`src/rtl/core/cose_pkg.sv`:
```
package cose_pkg;

	localparam int unsigned WORD_W   = 32;
	localparam int unsigned OPC_W    = 7;
	localparam int unsigned PCNT_W   = 5;
	localparam int unsigned REASON_W = 3;
	localparam int unsigned CFG_IDX_W = 1;
	localparam int unsigned ROM_DEPTH = 128;

	// configuration register indexes
	localparam logic [CFG_IDX_W-1:0] CFG_TIME_OPCODE = 1'd0;
	localparam logic [CFG_IDX_W-1:0] CFG_CUE_OPCODE  = 1'd1;

	localparam logic [OPC_W-1:0] TIME_OPCODE_RST = 7'd1;
	localparam logic [OPC_W-1:0] CUE_OPCODE_RST  = 7'd24;

	// stop reasons
	localparam logic [REASON_W-1:0] STOP_NONE    = 3'd0;
	localparam logic [REASON_W-1:0] STOP_END     = 3'd1;
	localparam logic [REASON_W-1:0] STOP_UNKNOWN = 3'd2;
	localparam logic [REASON_W-1:0] STOP_TRUNC   = 3'd3;
	localparam logic [REASON_W-1:0] STOP_OUT     = 3'd4;

	typedef enum logic [3:0] {
		PH_SIG  = 4'b0001,
		PH_OPC  = 4'b0010,
		PH_PAR  = 4'b0100,
		PH_STOP = 4'b1000
	} phase_t;

	typedef enum logic [1:0] {
		KIND_OTHER = 2'd0,
		KIND_TIME  = 2'd1,
		KIND_CUE   = 2'd2
	} op_kind_t;

	typedef struct packed {
		logic [OPC_W-1:0] time_opcode;
		logic [OPC_W-1:0] cue_opcode;
	} cfg_t;

	typedef struct packed {
		logic                    emit;
		logic                    cue;
		logic signed [WORD_W-1:0] cue_time;
		logic signed [WORD_W-1:0] line_index;
		logic [REASON_W-1:0]     reason;
	} result_t;

	// parameter word count per opcode; opcodes from 107 up take none
	localparam logic [PCNT_W-1:0] PARAM_ROM [ROM_DEPTH] = '{
		5'd0, 5'd1, 5'd4, 5'd2, 5'd2, 5'd2, 5'd7, 5'd4, 5'd2, 5'd6,
		5'd2, 5'd1, 5'd6, 5'd2, 5'd1, 5'd1, 5'd3, 5'd2, 5'd3, 5'd5,
		5'd5, 5'd4, 5'd4, 5'd5, 5'd2, 5'd0, 5'd2, 5'd4, 5'd2, 5'd2,
		5'd1, 5'd21, 5'd0, 5'd3, 5'd2, 5'd5, 5'd1, 5'd1, 5'd7, 5'd1,
		5'd1, 5'd2, 5'd1, 5'd2, 5'd1, 5'd2, 5'd3, 5'd3, 5'd1, 5'd2,
		5'd2, 5'd3, 5'd6, 5'd6, 5'd1, 5'd1, 5'd2, 5'd3, 5'd1, 5'd2,
		5'd2, 5'd4, 5'd4, 5'd1, 5'd2, 5'd1, 5'd2, 5'd1, 5'd1, 5'd3,
		5'd3, 5'd3, 5'd2, 5'd1, 5'd9, 5'd3, 5'd2, 5'd4, 5'd2, 5'd3,
		5'd2, 5'd24, 5'd1, 5'd2, 5'd1, 5'd3, 5'd1, 5'd3, 5'd4, 5'd1,
		5'd2, 5'd6, 5'd3, 5'd2, 5'd3, 5'd3, 5'd4, 5'd1, 5'd1, 5'd3,
		5'd3, 5'd4, 5'd1, 5'd3, 5'd3, 5'd8, 5'd2,
		5'd0, 5'd0, 5'd0, 5'd0, 5'd0, 5'd0, 5'd0, 5'd0, 5'd0, 5'd0,
		5'd0, 5'd0, 5'd0, 5'd0, 5'd0, 5'd0, 5'd0, 5'd0, 5'd0, 5'd0,
		5'd0
	};

endpackage

```
`src/rtl/core/cose_cfg_regs.sv`:
```
module cose_cfg_regs (
	input  logic                          clk,
	input  logic                          arst_n,
	input  logic                          cfg_valid,
	output logic                          cfg_ready,
	input  logic [cose_pkg::CFG_IDX_W-1:0] cfg_index,
	input  logic [cose_pkg::OPC_W-1:0]     cfg_data,
	output cose_pkg::cfg_t                cfg
);
	import cose_pkg::*;

	cfg_t cfg_q;

	assign cfg_ready = 1'b1;
	assign cfg       = cfg_q;

	always_ff @(posedge clk or negedge arst_n) begin
		if (!arst_n) begin
			cfg_q.time_opcode <= TIME_OPCODE_RST;
			cfg_q.cue_opcode  <= CUE_OPCODE_RST;
		end else if (cfg_valid && cfg_ready) begin
			case (cfg_index)
				CFG_TIME_OPCODE: cfg_q.time_opcode <= cfg_data;
				CFG_CUE_OPCODE:  cfg_q.cue_opcode  <= cfg_data;
				default: ;
			endcase
		end
	end

endmodule

```
`src/rtl/core/cose_parser.sv`:
```
module cose_parser #(
	parameter int unsigned OP_COUNT = 107
) (
	input  logic                       clk,
	input  logic                       arst_n,
	input  logic                       fire,
	input  logic [cose_pkg::WORD_W-1:0] word,
	input  logic                       last_word,
	input  cose_pkg::cfg_t             cfg,
	output cose_pkg::result_t          res
);
	import cose_pkg::*;

	phase_t             phase_q, phase_n;
	logic [PCNT_W-1:0]  params_left_q, params_left_n;
	op_kind_t           op_kind_q, op_kind_n;
	logic               at_first_q, at_first_n;
	logic [WORD_W-1:0]  time_q, time_n;
	logic [WORD_W-1:0]  pending_q, pending_n;

	logic [PCNT_W-1:0]  pcount;
	logic [PCNT_W-1:0]  dec;
	logic               emit;
	logic               cue;
	logic [REASON_W-1:0] reason;

	assign pcount = PARAM_ROM[word[OPC_W-1:0]];
	assign dec    = params_left_q - PCNT_W'(1);

	always_comb begin
		phase_n       = phase_q;
		params_left_n = params_left_q;
		op_kind_n     = op_kind_q;
		at_first_n    = at_first_q;
		time_n        = time_q;
		pending_n     = pending_q;
		emit          = 1'b0;
		cue           = 1'b0;
		reason        = STOP_NONE;
		case (phase_q)
			PH_SIG: begin
				phase_n = PH_OPC;
				if (last_word) begin
					emit   = 1'b1;
					reason = STOP_OUT;
				end
			end
			PH_OPC: begin
				if (word == '0) begin
					emit   = 1'b1;
					reason = STOP_END;
				end else if (word >= WORD_W'(OP_COUNT)) begin
					emit   = 1'b1;
					reason = STOP_UNKNOWN;
				end else begin
					params_left_n = pcount;
					at_first_n    = 1'b1;
					if (word[OPC_W-1:0] == cfg.time_opcode)
						op_kind_n = KIND_TIME;
					else if (word[OPC_W-1:0] == cfg.cue_opcode)
						op_kind_n = KIND_CUE;
					else
						op_kind_n = KIND_OTHER;
					if (pcount == '0) begin
						if (last_word) begin
							emit   = 1'b1;
							reason = STOP_OUT;
						end
					end else begin
						phase_n = PH_PAR;
						if (last_word) begin
							emit   = 1'b1;
							reason = STOP_TRUNC;
						end
					end
				end
			end
			PH_PAR: begin
				if (at_first_q) begin
					if (op_kind_q == KIND_TIME)
						time_n = word;
					else if (op_kind_q == KIND_CUE)
						pending_n = word;
				end
				at_first_n    = 1'b0;
				params_left_n = dec;
				if (dec == '0) begin
					phase_n = PH_OPC;
					cue     = (op_kind_q == KIND_CUE);
					if (cue || last_word) begin
						emit   = 1'b1;
						reason = last_word ? STOP_OUT : STOP_NONE;
					end
				end else if (last_word) begin
					emit   = 1'b1;
					reason = STOP_TRUNC;
				end
			end
			PH_STOP: ;
			default: ;
		endcase
		if (reason != STOP_NONE)
			phase_n = PH_STOP;
	end

	assign res.emit       = emit;
	assign res.cue        = cue;
	assign res.cue_time   = cue ? time_n : '0;
	assign res.line_index = cue ? pending_n : '0;
	assign res.reason     = reason;

	always_ff @(posedge clk or negedge arst_n) begin
		if (!arst_n) begin
			phase_q       <= PH_SIG;
			params_left_q <= '0;
			op_kind_q     <= KIND_OTHER;
			at_first_q    <= 1'b0;
			time_q        <= '0;
			pending_q     <= '0;
		end else if (fire) begin
			phase_q       <= phase_n;
			params_left_q <= params_left_n;
			op_kind_q     <= op_kind_n;
			at_first_q    <= at_first_n;
			time_q        <= time_n;
			pending_q     <= pending_n;
		end
	end

endmodule

```
`src/rtl/core/chart_op_stream_cue_extractor.sv`:
```
// Chart op stream cue extractor. Feed the chart file one 32-bit word per
// request, signature first, with last_word set on the final whole word. Ops are
// walked using a parameter-count ROM; a request comes out when a lyric cue
// completes (cue_valid, cue_time in 1/100000 s ticks, line_index) or when
// parsing stops (stop_reason: 1 END op, 2 unknown opcode, 3 op cut short,
// 4 data ran out). A cue on the last word carries reason 4 in the same request.
// After a stop, words are swallowed silently until reset. Throughput is one
// word per clock while in_stall is low; a word lands in the input register,
// then one ROM lookup and a parameter-counter step decide the result, which is
// loaded into the result register once that register can take a new value.
// The result register decouples the sides: in_stall only rises when a result
// is held and out_stall is high. Write time_opcode and cue_opcode (register
// 0 and 1) only while idle; the block itself does not enforce this.
module chart_op_stream_cue_extractor #(
	parameter int unsigned OP_COUNT = 107
) (
	input  logic                                clk,
	input  logic                                arst_n,
	// configuration writes
	input  logic                                cfg_valid,
	output logic                                cfg_ready,
	input  logic [cose_pkg::CFG_IDX_W-1:0]       cfg_index,
	input  logic [cose_pkg::OPC_W-1:0]           cfg_data,
	// word stream in
	input  logic                                in_valid,
	output logic                                in_stall,
	input  logic [cose_pkg::WORD_W-1:0]          word,
	input  logic                                last_word,
	// results out
	output logic                                out_valid,
	input  logic                                out_stall,
	output logic                                cue_valid,
	output logic signed [cose_pkg::WORD_W-1:0]   cue_time,
	output logic signed [cose_pkg::WORD_W-1:0]   line_index,
	output logic [cose_pkg::REASON_W-1:0]        stop_reason
);
	import cose_pkg::*;

	cfg_t    cfg;
	result_t res;

	// input register
	logic              valid_s1;
	logic [WORD_W-1:0] word_s1;
	logic              last_s1;

	// result register
	logic                     out_valid_q;
	logic                     cue_valid_q;
	logic signed [WORD_W-1:0] cue_time_q;
	logic signed [WORD_W-1:0] line_index_q;
	logic [REASON_W-1:0]      reason_q;

	logic advance;  // result register can take a new value
	logic fire;     // word in the input register is processed this cycle
	logic take;

	assign advance  = !out_valid_q || !out_stall;
	assign fire     = valid_s1 && advance;
	assign in_stall = valid_s1 && !advance;
	assign take     = in_valid && !in_stall;

	cose_cfg_regs u_cfg (
		.clk       (clk),
		.arst_n    (arst_n),
		.cfg_valid (cfg_valid),
		.cfg_ready (cfg_ready),
		.cfg_index (cfg_index),
		.cfg_data  (cfg_data),
		.cfg       (cfg)
	);

	cose_parser #(
		.OP_COUNT (OP_COUNT)
	) u_parser (
		.clk       (clk),
		.arst_n    (arst_n),
		.fire      (fire),
		.word      (word_s1),
		.last_word (last_s1),
		.cfg       (cfg),
		.res       (res)
	);

	always_ff @(posedge clk or negedge arst_n) begin
		if (!arst_n) begin
			valid_s1 <= 1'b0;
		end else if (take) begin
			valid_s1 <= 1'b1;
		end else if (advance) begin
			valid_s1 <= 1'b0;
		end
	end

	always_ff @(posedge clk) begin
		if (take) begin
			word_s1 <= word;
			last_s1 <= last_word;
		end
	end

	always_ff @(posedge clk or negedge arst_n) begin
		if (!arst_n) begin
			out_valid_q <= 1'b0;
		end else if (advance) begin
			out_valid_q <= fire && res.emit;
		end
	end

	always_ff @(posedge clk) begin
		if (fire && res.emit) begin
			cue_valid_q  <= res.cue;
			cue_time_q   <= res.cue_time;
			line_index_q <= res.line_index;
			reason_q     <= res.reason;
		end
	end

	assign out_valid   = out_valid_q;
	assign cue_valid   = cue_valid_q;
	assign cue_time    = cue_time_q;
	assign line_index  = line_index_q;
	assign stop_reason = reason_q;

endmodule
```
`config.mk`:
```
export PLATFORM = sky130hd
export DESIGN_NAME = chart_op_stream_cue_extractor
export DESIGN_NICKNAME = d
export VERILOG_FILES = /design/src/rtl/core/cose_pkg.sv /design/src/rtl/core/cose_cfg_regs.sv /design/src/rtl/core/cose_parser.sv /design/src/rtl/core/chart_op_stream_cue_extractor.sv
export SDC_FILE = /design/constraint.sdc
export NUM_CORES = 1
export LEC_CHECK = 0
export ABC_CLOCK_PERIOD_IN_PS = 8300
export BUFFER_PORTS_ARGS = -buffer_cell sky130_fd_sc_hd__buf_2
export CAP_MARGIN = 25
export CORE_ASPECT_RATIO = 0.7
export CORE_UTILIZATION = 50
export CTS_CLUSTER_DIAMETER = 200
export CTS_CLUSTER_SIZE = 8
export DETAILED_ROUTE_END_ITERATION = 8
export PLACE_DENSITY = 0.78
export SYNTH_ARGS = -nofsm -noshare
export SYNTH_HDL_FRONTEND = slang
export SYNTH_HIERARCHICAL = 1
export SYNTH_SLANG_ARGS = --single-unit
```
`constraint.sdc`:
```
create_clock -name clk -period 8.3 [get_ports clk]
set_clock_uncertainty 0.1 [all_clocks]
set_input_delay 1.245 -clock clk [delete_from_list [all_inputs] [get_ports clk]]
set_output_delay 1.245 -clock clk [all_outputs]
set_load 0.005 [all_outputs]
```
==> results.rst <==
.. list-table::
   :header-rows: 1

   * - Metric
     - Value
   * - Critical path required time
     - 8.27 ns
   * - Total CTS buffers
     - 17
   * - Net count, final
     - 921
   * - Number of max-cap violations
     - 0
   * - Vias in the first global route
     - 5920
   * - Chip width
     - 162.0 um
   * - Fraction of final layout cells with drive strength greater than 1
     - 29.38%
   * - DIE AREA
     - 18470 sq um
   * - Simple-gate share of the synthesized area
     - 13.39%
   * - Ys Warns
     - 6
   * - Clock transition at the register clock pins on the worst setup and hold paths after CTS
     - 0.07 ns
   * - Fill cells
     - 1393
   * - Critical Path Sink
     - line_index[8]
   * - Post-detailed-placement cell area
     - 9687 sq um
   * - Pint
     - 1.671 mW
   * - XOR/XNOR share of the synthesized area
     - 1.661%
   * - Count of different cell masters after synthesis
     - 72
   * - Final antenna-violating net count
     - 0
   * - Post-CTS Repair Setup Buffers
     - 0
   * - Final-layout setup total negative slack
     - 0 ns
   * - Drt first pass iters
     - 7
   * - GRT Residual Overflow
     - 0
   * - Number of hold-slack violations in the final timing report
     - 0
   * - Diodes inserted
     - 0
   * - Initial standard-cell utilization of the core
     - 51.61%
   * - DRC violations left
     - 0
   * - Clock tree from TritonCTS
     - done
   * - Die Span Y
     - 114.0 um
   * - Cells resized by post-CTS repair
     - 0
   * - Overall global routing resource usage
     - 23.06%
   * - Dominant combinational cell family by area after synthesis
     - simple AND/OR/NAND/NOR gates
   * - Initial detailed-routing violation count
     - 619
   * - Area occupied by multi-input gates
     - 3326 sq um
   * - Area of the core region
     - 17370 sq um
   * - P_leak
     - 4.135 nW
   * - Number of enable-type register cells in the synthesized netlist
     - 101
   * - Asr flop ratio synth
     - 47.67%
   * - Area of the mapped netlist
     - 8962 sq um
   * - Reg-to-reg startpoint
     - word_s1[1]
   * - Number of I/O port buffers
     - 115
   * - Slew at the pin closest to its max-slew limit
     - 0.9753 ns
   * - Predominant post-synthesis flop cell
     - edfxtp_1
   * - Final Wtd Congestion
     - 0.8555
   * - Global routing usage on met2
     - 32.56%
   * - Wire length of the first global-routing pass
     - 32.56 mm
   * - Fmax achieved
     - 237.5 MHz
   * - Count of vias placed by the detailed router
     - 6377
   * - Number of synthesized register bits
     - 193
   * - Area taken by flip-flops and latches
     - 5340 sq um
   * - Critical R2R Capture
     - line_index[8]
   * - Sequential fraction of the synthesis area
     - 59.58%
   * - Routing usage on met1
     - 35.71%
   * - Via density per instance
     - 5.750
   * - Net count after synthesis
     - 830
   * - Start point of the critical path
     - word_s1[1]
   * - Number of placed I/O pins
     - 117
   * - Final setup viols
     - 0
   * - Worst setup path category
     - flop to flop
   * - Placement Rows
     - 40
   * - Portion of netlist area occupied by mux cells
     - 10.15%
   * - Number of slew-limit violations in the final report
     - 0
   * - Total clock sinks
     - 193
   * - M3 GR Usage
     - 5.600%
   * - HPWL after detailed placement
     - 13.01 mm
   * - Share of the cycle needed by the critical path after routing
     - 50.72%
   * - Number of stages on the worst hold path
     - 2
   * - Final min period
     - 4.210 ns
   * - Global routing's busiest layer
     - met1
   * - Peak VDD IR
     - 0.0002172 V
   * - Proportion of power drawn by flip-flops and latches
     - 51.7%
   * - Power Total
     - 2.300 mW
   * - Detailed-route wire length per cell
     - 18.62 um
   * - Worst-path fanout max
     - 45
   * - Number of antenna violations at the first check in global routing
     - 1
   * - Number of buffers on the longest clock path
     - 2
   * - Worst rel slew slack
     - 34.98%
   * - Type of the tightest min-delay check
     - flop to flop
   * - Reg2reg path depth
     - 11
   * - Number of cells produced by synthesis
     - 774
   * - Maximum level of the CTS H-tree
     - 4
   * - Average cell area after synthesis
     - 11.58 sq um
   * - Switching pwr
     - 628.9 uW
   * - Sw Share
     - 27.35%
   * - Final Hold Slack
     - 0.3900 ns
   * - Slack of the worst reg-to-reg path
     - 4.09 ns
   * - Clock group share of total power
     - 36.1%
   * - Hold buffer count at cts
     - 0
   * - Type of origin of the critical path
     - flop
   * - Area overhead of the layout relative to synthesis
     - 14.91%
   * - Area share of fa/ha/maj cells after synthesis
     - 1.396%
   * - Fraction of power consumed by combinational cells
     - 12.3%
   * - Final instance area
     - 10300 sq um
   * - Power density of the placed cells
     - 223.3 nW/um^2
   * - Largest net degree at the start of global routing
     - 67
   * - Category of the worst setup path capture point
     - flop
   * - Cell at the root of the clock tree
     - clkbuf_16
   * - Post-synthesis compound-gate area fraction
     - 10.26%
   * - Total detailed-routing wirelength
     - 20.65 mm
   * - Unrepaired setup endpoints after global routing
     - false
   * - Run status
     - completed
   * - Clock latency reported for the late side of the worst-skew pair
     - 0.44 ns
   * - Signal arrival time at the worst endpoint
     - 4.18 ns
## cell type report
cell class	count	share of cell area, %
Clock buffer	17	4.131
Timing Repair Buffer	127	6.488
Multi-Input combinational cell	509	32.29
Clock inverter	15	1.810
Sequential cell	193	51.85
Tap cell	231	2.806
Inverter	17	0.6196
## layer usage
layer,up-vias,part of all wire [%]
met3,22,8.4
met4,2,1.1
li1,2948,-
met2,275,43
met1,3130,48
met5,-,0.039
## power groups by stage
stage               Sequential, mW  Combinational [mW]  Clock, mW
detailed placement            1.21               0.281          0
CTS                           1.19               0.283      0.840
global route                  1.20               0.309      0.877
floorplan                     1.20               0.164          0
finish                        1.19               0.282      0.830
global placement              1.21               0.277          0
## cells by family (layout without fill, tap and decap cells)
logic type,count (synthesis),count (layout)
xor+xnor,17,17
other cells,1,1
compound gates,146,146
simple gates,258,258
mux,77,77
buf+inv,72,176
flops,193,193
fa+ha+maj,10,10
## worst max-delay path: stages (launching register included)
cell and delay, ns:
edfxtp_1 0.64, inv_1 0.29, ha_1 0.31, nor2b_1 0.22, nand4_1 0.28, a21oi_1 0.24, a31o_2 0.12, a32oi_1 0.05
o221ai_1 0.19, nand2_1 0.13, a21oi_4 0.60, buf_4 0.63
## cell usage in the layout (no fill, tap or decap), drive strengths merged, types with 4 or more instances in the layout
master / n
or2: 4
nand2: 163
mux2i: 5
nand4: 7
a21o: 4
xnor2: 8
dfrtp: 88
xor2: 9
dfstp: 4
clkinv: 4
nand3: 9
ha: 10
nor4: 9
o22a: 4
o21ai: 15
or3: 4
nor3: 8
o211ai: 4
a31oi: 5
clkbuf: 17
nand2b: 11
edfxtp: 101
a21oi: 81
nor2: 18
inv: 24
nor2b: 6
mux2: 70
buf: 127
## cells in the mapped netlist, types with 10 or more instances
master | instances | area share [%]
nand2b_1 | 11 | 0.77
nand2_1 | 161 | 6.7
mux2_2 | 63 | 7.9
edfxtp_1 | 101 | 34
o21ai_0 | 15 | 0.84
inv_1 | 16 | 0.67
clkbuf_1 | 29 | 1.2
buf_2 | 15 | 0.84
nor2_1 | 18 | 0.75
dfrtp_1 | 88 | 25
ha_1 | 10 | 1.4
a21oi_1 | 81 | 4.5
## through the flow
stage	instances	setup slack [ns]	util, %
floorplan	774	2.271	-
global placement	1077	4.340	55.78
detailed placement	1077	4.218	55.78
CTS	1109	4.172	59.30
global route	1109	3.781	59.30
finish	1109	4.090	59.30
## registers in the layout, summed over array words and instances (netlist names), 2 cells and up
name,cells
cue_time,32
line_index,32
stop_reason,3
u_cfg/cfg,14
u_parser/op_kind_q,2
u_parser/params_left_q,5
u_parser/pending_q,32
u_parser/phase_q,4
u_parser/time_q,32
word_s1,32
## worst min-delay path by stage
stage                          startpoint               endpoint  slack, ns
finish                 u_parser/time_q[4]     u_parser/time_q[4]       0.39
global route           u_parser/time_q[0]     u_parser/time_q[0]       0.41
CTS                    u_parser/time_q[4]     u_parser/time_q[4]       0.39
detailed placement     u_parser/time_q[4]     u_parser/time_q[4]       0.37
global placement       u_parser/time_q[2]     u_parser/time_q[2]       0.36
floorplan           u_parser/pending_q[0]  u_parser/pending_q[0]       0.35
No activity file was read; power rests on OpenSTA's default activity.
